## src/sv/bnf_fifo.sv

```systemverilog
module bnf_fifo #(
    parameter int WIDTH = 44
) (
    input  logic             aclk,
    input  logic             aresetn,
    input  logic             push,
    input  logic [WIDTH-1:0] push_data,
    input  logic             pop,
    output logic [WIDTH-1:0] head,
    output logic             full,
    output logic             empty
);

    logic [WIDTH-1:0] mem_reg [2];
    logic             wr_ptr_reg;
    logic             rd_ptr_reg;
    logic [1:0]       count_reg;

    assign full  = (count_reg == 2'd2);
    assign empty = (count_reg == 2'd0);
    assign head  = mem_reg[rd_ptr_reg];

    // two entry queue between front and back
    always_ff @(posedge aclk) begin
        if (!aresetn) begin
            wr_ptr_reg <= 1'b0;
            rd_ptr_reg <= 1'b0;
            count_reg  <= 2'd0;
        end else begin
            if (push) begin
                wr_ptr_reg <= !wr_ptr_reg;
            end
            if (pop) begin
                rd_ptr_reg <= !rd_ptr_reg;
            end
            if (push && !pop) begin
                count_reg <= count_reg + 2'd1;
            end else if (pop && !push) begin
                count_reg <= count_reg - 2'd1;
            end
        end
    end

    always_ff @(posedge aclk) begin
        if (push) begin
            mem_reg[wr_ptr_reg] <= push_data;
        end
    end

endmodule

```

## config.mk

```make
export PLATFORM = sky130hd
export DESIGN_NAME = bnf_fifo
export DESIGN_NICKNAME = d
export VERILOG_FILES = /design/src/sv/bnf_fifo.sv
export SDC_FILE = /design/constraint.sdc
export NUM_CORES = 1
export LEC_CHECK = 0
export ABC_AREA = 1
export BUFFER_PORTS_ARGS = -buffer_cell sky130_fd_sc_hd__buf_2
export CAP_MARGIN = 10
export CELL_PAD_IN_SITES_DETAIL_PLACEMENT = 0
export CELL_PAD_IN_SITES_GLOBAL_PLACEMENT = 1
export CORE_ASPECT_RATIO = 0.5
export CORE_MARGIN = 10
export CORE_UTILIZATION = 47
export CTS_CLUSTER_SIZE = 8
export DETAILED_ROUTE_END_ITERATION = 10
export PLACE_DENSITY = 0.86
export SETUP_SLACK_MARGIN = 0.3
export SLEW_MARGIN = 20
export SYNTH_ARGS = -nofsm -noshare
export SYNTH_HDL_FRONTEND = slang
export SYNTH_SLANG_ARGS = --single-unit
```

## constraint.sdc

```tcl
create_clock -name aclk -period 4.6 [get_ports aclk]
set_clock_uncertainty 0.05 [all_clocks]
set_input_delay 0 -clock aclk [delete_from_list [all_inputs] [get_ports aclk]]
set_output_delay 0 -clock aclk [all_outputs]
set_load 0.01 [all_outputs]
```

# --- Word-level counts from Yosys, hierarchy flattened ---
# Memories as Yosys holds them, arrays and structs flattened. A register that Yosys moved wholly into a read port is not among the register bits.
# Cells that the tools add are included.
totals:
  rom_bits: 0
  latchBits: 0
  memories: 1
  in_bits: 48
  out_inout_bits: 46
  register_bits: 4
  wordCells: 21
  mem_bits_rw: 88
memory_table:
  columns: ["memory", "words", "word_bits", "read_ports", "rd_ports_with_merged_regs", "wr", "line", "rtl"]
  rows:
  - ["mem_reg", 2, 44, 1, 1, 1, "14", "logic [WIDTH-1:0] mem_reg [2];"]
classes:
  div: 0
  reduce_logical: 8
  n_shift: 0
  muxes: 6
  n_bitwise: 0
  addsub: 2
  eq_ne: 1
  magnitude_cmp: 0
  n_mul: 0
ops:
  columns: ["cell", "n"]
  rows:
  - ["1-bit zero test", 4]
  - ["1-bit 2-to-1 mux", 4]
  - ["2-bit 2-to-1 mux", 2]
  - ["2-bit by 1-bit adder with 2-bit output, second input constant", 1]
  - ["2-bit equality test, second input constant", 1]
  - ["1-bit logical AND", 2]
  - ["2-bit zero test", 1]
  - ["2-bit nonzero test", 1]
  - ["2-bit by 1-bit subtractor with 2-bit output, second input constant", 1]

# --- Depth between registers and ports, before layout ---
depth:
  ltp_word: 4
  depth_mapped: 8
  ltp_nobuf: 8

# --- Worst setup path after synthesis ---
# OpenSTA, ideal clock, no wires.
synth_timing:
  kind: "reg2reg"
  start: "register wr_ptr_reg"
  end: "memory mem_reg[0][0], enable pin"
  path_slack_ps: 1933
  path_stages_with_launch: 2
  arrival_ps: 2171
  path_cell_list: "dfxtp_1 nor2_1"
synth_lines:
  columns: ["element", "line", "rtl"]
  rows:
  - ["start, declared", "15", "logic wr_ptr_reg;"]
  - ["start signal, assigned", "31", "wr_ptr_reg <= !wr_ptr_reg;"]
  - ["end, declared", "14", null]
# Straight into the memory's write port.

==> impl_metrics.env <==
export IMPL_status="finished clean"
export IMPL_cts_tree="yes"
export IMPL_layout_drive_gt1_share=0.486
export IMPL_nets=369
export IMPL_fillCellCount=488
export IMPL_cp_required_ns=4.55
export IMPL_hold_path_class="in2reg"
export IMPL_worstPathCellList="buf_4 > mux2_2 > buf_2"
export IMPL_cts_buffers_inserted=9
export IMPL_rows=22
export IMPL_vias=1950
export IMPL_final_core_util=0.664
export IMPL_multiInputGateArea_um2=751
export IMPL_grt_pass1_vias=2059
export IMPL_layout_cells_non_filler=421
export IMPL_ios=94
export IMPL_cts_resized=0
export IMPL_hold_viol_final=0
export IMPL_cp_end_kind="output pin"
export IMPL_max_stage_delay_ns=0.81
export IMPL_cp_depth=3
export IMPL_ys_seq_elements=93
export IMPL_syn_area_um2=3610
export IMPL_cp_arrival_ns=2.19
export IMPL_vias_per_cell=4.63
export IMPL_clock_latency_ns=0.33
export IMPL_p_leak_nw=2.00
export IMPL_dp_cells=358
export IMPL_dieHeight_um=81.9
export IMPL_synth_cells=172
export IMPL_yosys_warnings=0
export IMPL_ir_worst_vdd_mv=0.196
export IMPL_root_buffer="clkbuf_16"
export IMPL_pre_cts_ws_ns=2.72
export IMPL_grt_pass1_wl_um=10500
export IMPL_die_area_um2=11800
export IMPL_cts_clk_slew_worst_paths_ns=0.06
export IMPL_layout_setup_ws_ns=2.36
export IMPL_grt_max_degree=45
export IMPL_powerDensity_nw_per_um2=407
export IMPL_crit_reg2reg_capture="mem_reg[1][28]"
export IMPL_slew_headroom=0.380
export IMPL_grt_ovfl_total=0
export IMPL_initialDrtViolationCount=198
export IMPL_cp_max_fo=23
export IMPL_holdPathStages=2
export IMPL_synth_seq_area_share=0.760
export IMPL_path_buf_inv=2
export IMPL_r2r_cells=2
export IMPL_fp_dieW_um=144
export IMPL_syn_nets=221
export IMPL_crit_type="reg2out"
export IMPL_drv_cap=0
export IMPL_final_max_slew_viol_count=0
export IMPL_cp_top_family="flip-flops"
export IMPL_crit_end="head[36]"
export IMPL_register_area_um2=2740
export IMPL_fmax_ghz=0.447
export IMPL_antennaDiodeCount=0
export IMPL_initial_core_util=0.487
export IMPL_coreArea_um2=7400
export IMPL_gp_congestion=0.640
export IMPL_first_pass_iters=4
export IMPL_largest_reg_flops=88
export IMPL_grt_usage=0.117
export IMPL_clkSinkCount=93
export IMPL_fin_crit_sh=0.487
export IMPL_synthToLayoutAreaGrowth_pct=36.4
export IMPL_min_period_ns=2.24
export IMPL_crit_path_start_kind="register"
export IMPL_wirelength_um=6890
export IMPL_worstMarginPinSlew_ns=0.929
export IMPL_reg2reg_from="wr_ptr_reg"
export IMPL_avgSynthCellArea_um2=21.0
export IMPL_antenna_found_initial=0
export IMPL_antenna_left=0
export IMPL_ys_types=14
export IMPL_rsz0062_at_grt="no"
export IMPL_place_hpwl_um=4570
export IMPL_r2r_slack_ns=2.96
export IMPL_finalSetupViolCount=0
export IMPL_setup_tns_ns=0
export IMPL_place_port_buffers=93
export IMPL_drc_errors=0
export IMPL_cts_path_max_buffers=2
export IMPL_ctsHtreeMaxLevel=3
export IMPL_wl_per_cell_um=16.4
export IMPL_slowest_stage="dfxtp_2"
[stage by stage]
stage | area [um2] | total power, mW | hold slack, ns
finish | 4920 | 2.00 | 0.336
detailed placement | 4130 | 1.21 | 0.142
floorplan | 3610 | 1.14 | 0.0489
global placement | 4130 | 1.20 | 0.137
global route | 4920 | 2.07 | 0.338
CTS | 4920 | 2.02 | 0.331
[layout by cell type (no fill, tap or decap), drive strengths merged, types with 2 or more instances in the layout]
cell,instances
clkinvlp,2
nand2,8
edfxtp,88
nor2,9
dfxtp,5
dlygate4sd3,47
inv,10
mux2,44
bufinv,2
clkbuf,9
buf,95
[metal layers]
layer  vias up  track usage  part of all wire
met5         -            0                 0
met4         0       0.0455             0.013
met3         8       0.0426             0.055
met2        46        0.213              0.55
met1       948        0.123              0.38
li1        948            -                 -
[cell usage after synthesis]
cell | number | area, um2
o21ai_0 | 1 | 5.00
nor2_1 | 9 | 33.8
ha_1 | 1 | 12.5
dfxtp_1 | 5 | 100
mux2_2 | 4 | 45.0
nand3_1 | 1 | 5.00
inv_1 | 8 | 30.0
buf_12 | 4 | 80.1
edfxtp_1 | 88 | 2640
nand4_1 | 1 | 6.26
nand2_1 | 8 | 30.0
a21oi_1 | 1 | 5.00
buf_6 | 1 | 11.3
mux2_4 | 40 | 601
[worst min path at each step]
stage	start	end	slack (ns)
floorplan	push_data[0]	mem_reg[0][0]	0.05
CTS	push_data[22]	mem_reg[1][22]	0.33
global placement	push_data[0]	mem_reg[0][0]	0.14
detailed placement	push_data[0]	mem_reg[0][0]	0.14
finish	push_data[22]	mem_reg[1][22]	0.34
global route	push_data[1]	mem_reg[0][1]	0.34
[report_power, final]
group          total, mW  leakage (nW)  internal, mW  switching [mW]
Combinational      0.221         0.982         0.124          0.0971
Clock              0.781         0.152         0.478           0.303
Sequential         0.999         0.868         0.978          0.0209
Total               2.00          2.00          1.58           0.421
[logic make-up (layout without fill, tap and decap cells)]
| logic type | count (synthesis) | in the layout | share of synthesized area |
|---|---|---|---|
| buffers and inverters | 13 | 166 | 0.0336 |
| AOI/OAI and AO/OA | 2 | 2 | 0.00277 |
| and+or+nand+nor | 19 | 19 | 0.0208 |
| DFF | 93 | 93 | 0.760 |
| adders and majority gates | 1 | 1 | 0.00347 |
| muxes | 44 | 44 | 0.179 |
[area by class of cell]
type | count | area share
Timing Repair Buffer | 142 | 0.193
Clock buffer | 9 | 0.0458
Clock inverter | 7 | 0.0198
Multi-Input combinational cell | 66 | 0.153
Sequential cell | 93 | 0.558
Tap cell | 96 | 0.0244
Inverter | 8 | 0.00611
[worst register-to-register path: cells and delay by family, from the launching register on]
family / cells / cell delay (ns)
AND/OR/NAND/NOR: 1 / 0.11
flip-flops: 1 / 0.39
buffers and inverters: 1 / 0.68
[timing repair]
item | in CTS | in global routing
endpoints found under the hold margin | 93 | 0
setup buffers | 0 | 0
hold buffers | 47 | 0
No activity file was read; power rests on OpenSTA's default activity.
