==> config.mk <==
export PLATFORM = sky130hd
export DESIGN_NAME = bnf_arith
export DESIGN_NICKNAME = d
export VERILOG_FILES = /design/src/sv/bnf_pkg.sv /design/src/sv/bnf_arith.sv
export SDC_FILE = /design/constraint.sdc
export NUM_CORES = 1
export LEC_CHECK = 0
export ABC_AREA = 1
export BUFFER_PORTS_ARGS = -buffer_cell sky130_fd_sc_hd__buf_2
export CAP_MARGIN = 10
export CORE_MARGIN = 1
export CORE_UTILIZATION = 46
export CTS_CLUSTER_DIAMETER = 150
export DETAILED_ROUTE_END_ITERATION = 8
export GPL_ROUTABILITY_DRIVEN = 0
export HOLD_SLACK_MARGIN = 0.06
export PLACE_DENSITY = 0.61
export SETUP_SLACK_MARGIN = 0.3
export SYNTH_ARGS = -nofsm -noshare
export SYNTH_HDL_FRONTEND = slang
export SYNTH_SLANG_ARGS = --single-unit
==> constraint.sdc <==
create_clock -name aclk -period 9 [get_ports aclk]
set_input_delay 1.8 -clock aclk [delete_from_list [all_inputs] [get_ports aclk]]
set_output_delay 1.8 -clock aclk [all_outputs]
set_load 0.005 [all_outputs]
==> src/sv/bnf_pkg.sv <==
package bnf_pkg;

    // op codes carried in the input tuser field
    localparam logic [2:0] OP_SET_SCALE = 3'd0;
    localparam logic [2:0] OP_SET_SHIFT = 3'd1;
    localparam logic [2:0] OP_SET_MEAN  = 3'd2;
    localparam logic [2:0] OP_SET_VAR   = 3'd3;
    localparam logic [2:0] OP_INFER     = 3'd4;
    localparam logic [2:0] OP_TRAIN     = 3'd5;

    // configuration register indexes
    localparam logic [0:0] CFG_EPSILON  = 1'b0;
    localparam logic [0:0] CFG_MOMENTUM = 1'b1;

    localparam int CFG_DATA_W = 17;

    // request to the shared divide / square root unit
    typedef struct packed {
        logic        start;
        logic        sqrt_mode;
        logic [63:0] a;
        logic [31:0] b;
    } arith_req_t;

    // answer of the shared unit
    typedef struct packed {
        logic        done;
        logic [63:0] result;
    } arith_rsp_t;

endpackage

==> src/sv/bnf_arith.sv <==
module bnf_arith
    import bnf_pkg::*;
(
    input  logic       aclk,
    input  logic       aresetn,
    input  arith_req_t req,
    output arith_rsp_t rsp
);

    logic        busy_reg;
    logic        done_reg;
    logic        mode_reg;
    logic [6:0]  cnt_reg;
    logic [34:0] rem_reg;
    logic [63:0] quo_reg;
    logic [63:0] opnd_reg;
    logic [31:0] div_reg;

    logic [32:0] rem_sh_d;
    logic [32:0] sub_d;
    logic        ge_d;
    logic [34:0] rem_sh_s;
    logic [34:0] trial_s;
    logic        ge_s;

    // restoring divide step: one quotient bit
    assign rem_sh_d = {rem_reg[31:0], quo_reg[63]};
    assign sub_d    = rem_sh_d - {1'b0, div_reg};
    assign ge_d     = (rem_sh_d >= {1'b0, div_reg});

    // digit by digit root step: one root bit
    assign rem_sh_s = {rem_reg[32:0], opnd_reg[63:62]};
    assign trial_s  = {1'b0, quo_reg[31:0], 2'b01};
    assign ge_s     = (rem_sh_s >= trial_s);

    assign rsp.done   = done_reg;
    assign rsp.result = quo_reg;

    always_ff @(posedge aclk) begin
        if (!aresetn) begin
            busy_reg <= 1'b0;
            done_reg <= 1'b0;
        end else begin
            done_reg <= 1'b0;
            if (req.start) begin
                busy_reg <= 1'b1;
            end else if (busy_reg && cnt_reg == 7'd1) begin
                busy_reg <= 1'b0;
                done_reg <= 1'b1;
            end
        end
    end

    always_ff @(posedge aclk) begin
        if (req.start) begin
            mode_reg <= req.sqrt_mode;
            cnt_reg  <= req.sqrt_mode ? 7'd32 : 7'd64;
            rem_reg  <= '0;
            quo_reg  <= req.sqrt_mode ? 64'd0 : req.a;
            opnd_reg <= req.a;
            div_reg  <= req.b;
        end else if (busy_reg) begin
            cnt_reg <= cnt_reg - 7'd1;
            if (mode_reg) begin
                rem_reg  <= ge_s ? (rem_sh_s - trial_s) : rem_sh_s;
                quo_reg  <= {quo_reg[62:0], ge_s};
                opnd_reg <= {opnd_reg[61:0], 2'b00};
            end else begin
                rem_reg <= {2'b00, (ge_d ? sub_d : rem_sh_d)};
                quo_reg <= {quo_reg[62:0], ge_d};
            end
        end
    end

endmodule

; Word-level counts from Yosys, hierarchy flattened
; Index checks and enable logic that the tools add are counted.
[totals]
elab_cells = 37
regBits = 203
out_inout_bits = 65
input_bits = 100
[classes]
mux = 16
n_addsub = 3
order_cmp = 2
bitwise = 1
eq_ne = 1
n_reduce_logical = 6
[ops]
columns = cell, n
row1 = two-way mux 64 bit, 6
row2 = two-way mux 33 bit, 3
row3 = >= comparator 35 x 34 -> 1 bit, 1
row4 = >= comparator 33 x 32 -> 1 bit, 1
row5 = subtractor 33 x 32 -> 33 bit, 1
row6 = subtractor 33 bit, 1
row7 = two-way mux 7 bit, 3
row8 = "== test 7 x 1 -> 1 bit, second input constant", 1
row9 = "subtractor 7 x 1 -> 7 bit, second input constant", 1
row10 = nonzero test 2 bit, 3
row11 = two-way mux 1 bit, 4
row12 = AND reduction 2 bit, 1
row13 = OR reduction 2 bit, 1
row14 = logical AND 1 bit, 1
row15 = NOT 1 bit, 1

; Depth between registers and ports, before layout
[depth]
ltp_word = 4
ltp_mapped = 19

; Worst setup path after synthesis
; OpenSTA, ideal clock, no wires.
[synth_path]
path_kind = flip-flop to flip-flop
from = reg mode_reg
to = reg opnd_reg[0] (enable)
setup_slack_ns = 2.946
arrival_time_ns = 5.480
stages_incl_launch_ff = 5
path_cell_list = edfxtp_1 clkbuf_1 clkinv_1 clkbuf_1 o21ai_0
[synth_between]
elab_chain_cells = 2
[synth_rtl]
columns = element, line_no
row1 = start: declaration, bnf_arith.sv:12  ; logic mode_reg;
row2 = start signal: assignment, bnf_arith.sv:56  ; mode_reg <= req.sqrt_mode;
row3 = nonzero test 2 bit (no line), -
row4 = AND reduction 2 bit (no line), -
row5 = end signal: assignment, bnf_arith.sv:60  ; opnd_reg <= req.a;
row6 = end signal: assignment, bnf_arith.sv:67  ; opnd_reg <= {opnd_reg[61:0], 2'b00};
row7 = end: declaration, bnf_arith.sv:16  ; logic [63:0] opnd_reg;
; No other way between the ends.
; A chain may end at the register's enable or synchronous reset.

; Worst setup path in the final report
[layout_path]
from = in req[97] (netlist name)
to = reg quo_reg[20], data pin
[layout_between]
elab_chain_cells = 1
[layout_rtl]
columns = element, line_no
row1 = start: declaration, bnf_arith.sv:6  ; input arith_req_t req,
row2 = two-way mux 64 bit, bnf_arith.sv:55  ; if (req.start) begin
row3 = end signal: assignment, bnf_arith.sv:59  ; quo_reg <= req.sqrt_mode ? 64'd0 : req.a;
row4 = end signal: assignment, bnf_arith.sv:66  ; quo_reg <= {quo_reg[62:0], ge_s};
row5 = end signal: assignment, bnf_arith.sv:70  ; quo_reg <= {quo_reg[62:0], ge_d};
row6 = end: declaration, bnf_arith.sv:15  ; logic [63:0] quo_reg;
; No other way between the ends.

==> impl_metrics.py <==
metrics = {
    "drt": {
        "firstDrtPassIters": 8,
        "routed-via-count": 12904,
        "drt-initial-drc-count": 983,
        "routed_wl_um": 39100,
        "drc": 0,
        "post_drt_wl_per_cell_um": 15.2,
        "ant_nets": 0,
        "viasPerCell": 5.02,
    },
    "floorplanning": {
        "row_count": 63,
        "core_um2": 30000,
        "die_width_um": 177,
        "die_area_um2": 31500,
        "die_h_um": 177,
        "num_io_pins": 165,
        "start_util_pct": 47.3,
    },
    "critical_path": {
        "crit_arrival_ns": 3.61,
        "crit_required_ns": 9.25,
        "start_kind": "input pin",
        "cp-end-kind": "flop",
        "cp_max_fo": 99,
        "critical_path_class": "input pin to flop",
    },
    "sta": {
        "rsz0062_at_grt": "no",
        "tightest_slew_ns": 1.19,
        "tns_ns": 0,
        "max_freq_mhz": 297,
        "slew-limit-headroom_pct": 20.9,
        "finalCritPeriodShare_pct": 37.4,
        "slew_violations": 0,
        "setup_viol": 0,
        "hold_viol_final": 0,
        "fin_skew_ns": 0.0287,
        "worst_slack_ns": 5.64,
        "fin_crit_ns": 3.36,
    },
    "hold_path": {
        "hp-class": "flop to flop",
    },
    "cts": {
        "cts_max_path_buffers": 3,
        "postCtsSetupRepairBufs": 0,
        "cts_resized": 0,
        "clkSinkCount": 203,
        "numCtsBuffers": 24,
        "cts_tree": "done",
        "cts_root_buffer": "clkbuf_16",
        "cts_max_level": 1,
        "path_clk_slew_ns": 0.06,
        "clock_latency_ns": 0.54,
        "cts.hold.buffers_added": 0,
    },
    "power_and_ir_drop": {
        "power_density_nw_per_um2": 188,
        "leakage_nw": 8.29,
        "ir_drop_uv": 135,
    },
    "finish": {
        "instances_no_fill": 2568,
        "area_growth_pct": 13.3,
        "drive_above_1_share_pct": 11.6,
        "final_common_cell": "nand2_1",
        "fin_nets": 2330,
        "fin_area_um2": 16000,
        "layout_common_cells": "nand2_1, inv_1, nor2_1, edfxtp_1, nand3_1",
        "fin_util_pct": 53.5,
    },
    "synthesis": {
        "netlist_area_um2": 14200,
        "synth_ff_type": "edfxtp_1",
        "ys_ff_latch": 203,
        "yosysWarnings": 0,
        "synth_seq_area_share_pct": 40.6,
        "synthCells": 2014,
        "yosysUniqueCellTypes": 42,
        "async_reset_ff_share_pct": 0,
        "synth_nets": 2183,
        "synth.avg_cell_area_um2": 7.03,
        "synth-edff-count": 168,
    },
    "global_routing": {
        "overflow": 0,
        "grt_pass1_vias": 11918,
        "grt_max_degree": 100,
        "grt_pass1_wl_um": 62300,
        "track_usage_pct": 25.1,
        "antenna_found_initial": 1,
    },
    "place": {
        "hpwl_um": 30000,
        "placed_cells": 2525,
        "placed_area_um2": 15300,
        "pre_cts_slack_ns": 5.06,
        "numPortBuffers": 164,
    },
    "run": {
        "maxCapViolCount": 0,
    },
    "outcome": {
        "outcome": "completed",
    },
}
==> critical path: stages <==
cell     delay [ns]
buf_4          0.13
buf_4          0.50
buf_4          0.88
o22ai_1        0.21
==> layer usage <==
metal	track usage, %	wire (um)	share of wire (%)
met3	2.87	2290	5.9
met1	36.1	18400	47
met4	4.56	520	1.3
met2	40.7	17900	46
met5	0	0	0
==> path summary, 6_finish.rpt <==
check | startpoint | to | slack, ns | cells past startpoint
max | req[97] | quo_reg[20]$_DFFE_PP_ | 5.64 | 4
min | rem_reg[32]$_SDFFE_PP0P_ | rem_reg[32]$_SDFFE_PP0P_ | 0.50 | 2
max reg2reg | mode_reg$_DFFE_PP_ | opnd_reg[8]$_DFFE_PP_ | 6.09 | 4
min reg2reg | rem_reg[32]$_SDFFE_PP0P_ | rem_reg[32]$_SDFFE_PP0P_ | 0.50 | 2
==> cell type report <==
class,instances,area (um^2)
Antenna cell,1,2.50
Multi-Input combinational cell,1422,6880
Tap cell,390,488
Clock buffer,34,648
Timing Repair Buffer,173,891
Sequential cell,203,5750
Clock inverter,8,115
Fill cell,3033,13900
Inverter,337,1270
==> power breakdown <==
group	total (W)	internal, W	switching [W]
Combinational	0.000872	0.000298	0.000574
Sequential	0.00120	0.00113	0.0000680
Clock	0.000953	0.000560	0.000393
==> kinds of logic (layout without fill, tap and decap cells) <==
family	after synthesis	in the layout	synth area share (%)
and+or+nand+nor	1180	1180	34.8
buffers and inverters	389	552	10.9
DFF	203	203	40.6
AOI/OAI and AO/OA	138	138	5.34
adders and majority gates	69	69	6.15
xor gates and xnor gates	35	35	2.16
other	0	1	0
==> Yosys cell counts, types with 4 or more instances <==
cell type | instances | share of area (%)
clkinv_1 | 4 | 0.11
ha_1 | 68 | 6.0
nor2_1 | 280 | 7.4
clkbuf_1 | 33 | 0.87
and2_1 | 4 | 0.18
inv_1 | 323 | 8.6
buf_6 | 9 | 0.72
nand3_2 | 4 | 0.28
nor2_2 | 10 | 0.44
edfxtp_1 | 168 | 36
o21ai_0 | 43 | 1.5
o21bai_1 | 6 | 0.32
nand2_2 | 12 | 0.53
xor2_1 | 33 | 2.0
nand4_1 | 5 | 0.22
o22ai_1 | 31 | 1.4
nor3_1 | 12 | 0.42
buf_2 | 6 | 0.21
nand2_1 | 661 | 18
nand3_1 | 167 | 5.9
nand3b_1 | 13 | 0.69
inv_2 | 8 | 0.21
a21oi_1 | 51 | 1.8
dfxtp_1 | 35 | 4.9
==> metrics by stage <==
stage	total power, W	hold WS [ns]
floorplan	0.00184	0.445
global placement	0.00207	0.484
CTS	0.00305	0.499
detailed placement	0.00208	0.489
global route	0.00321	0.518
finish	0.00302	0.497
No activity file was read; power rests on OpenSTA's default activity.
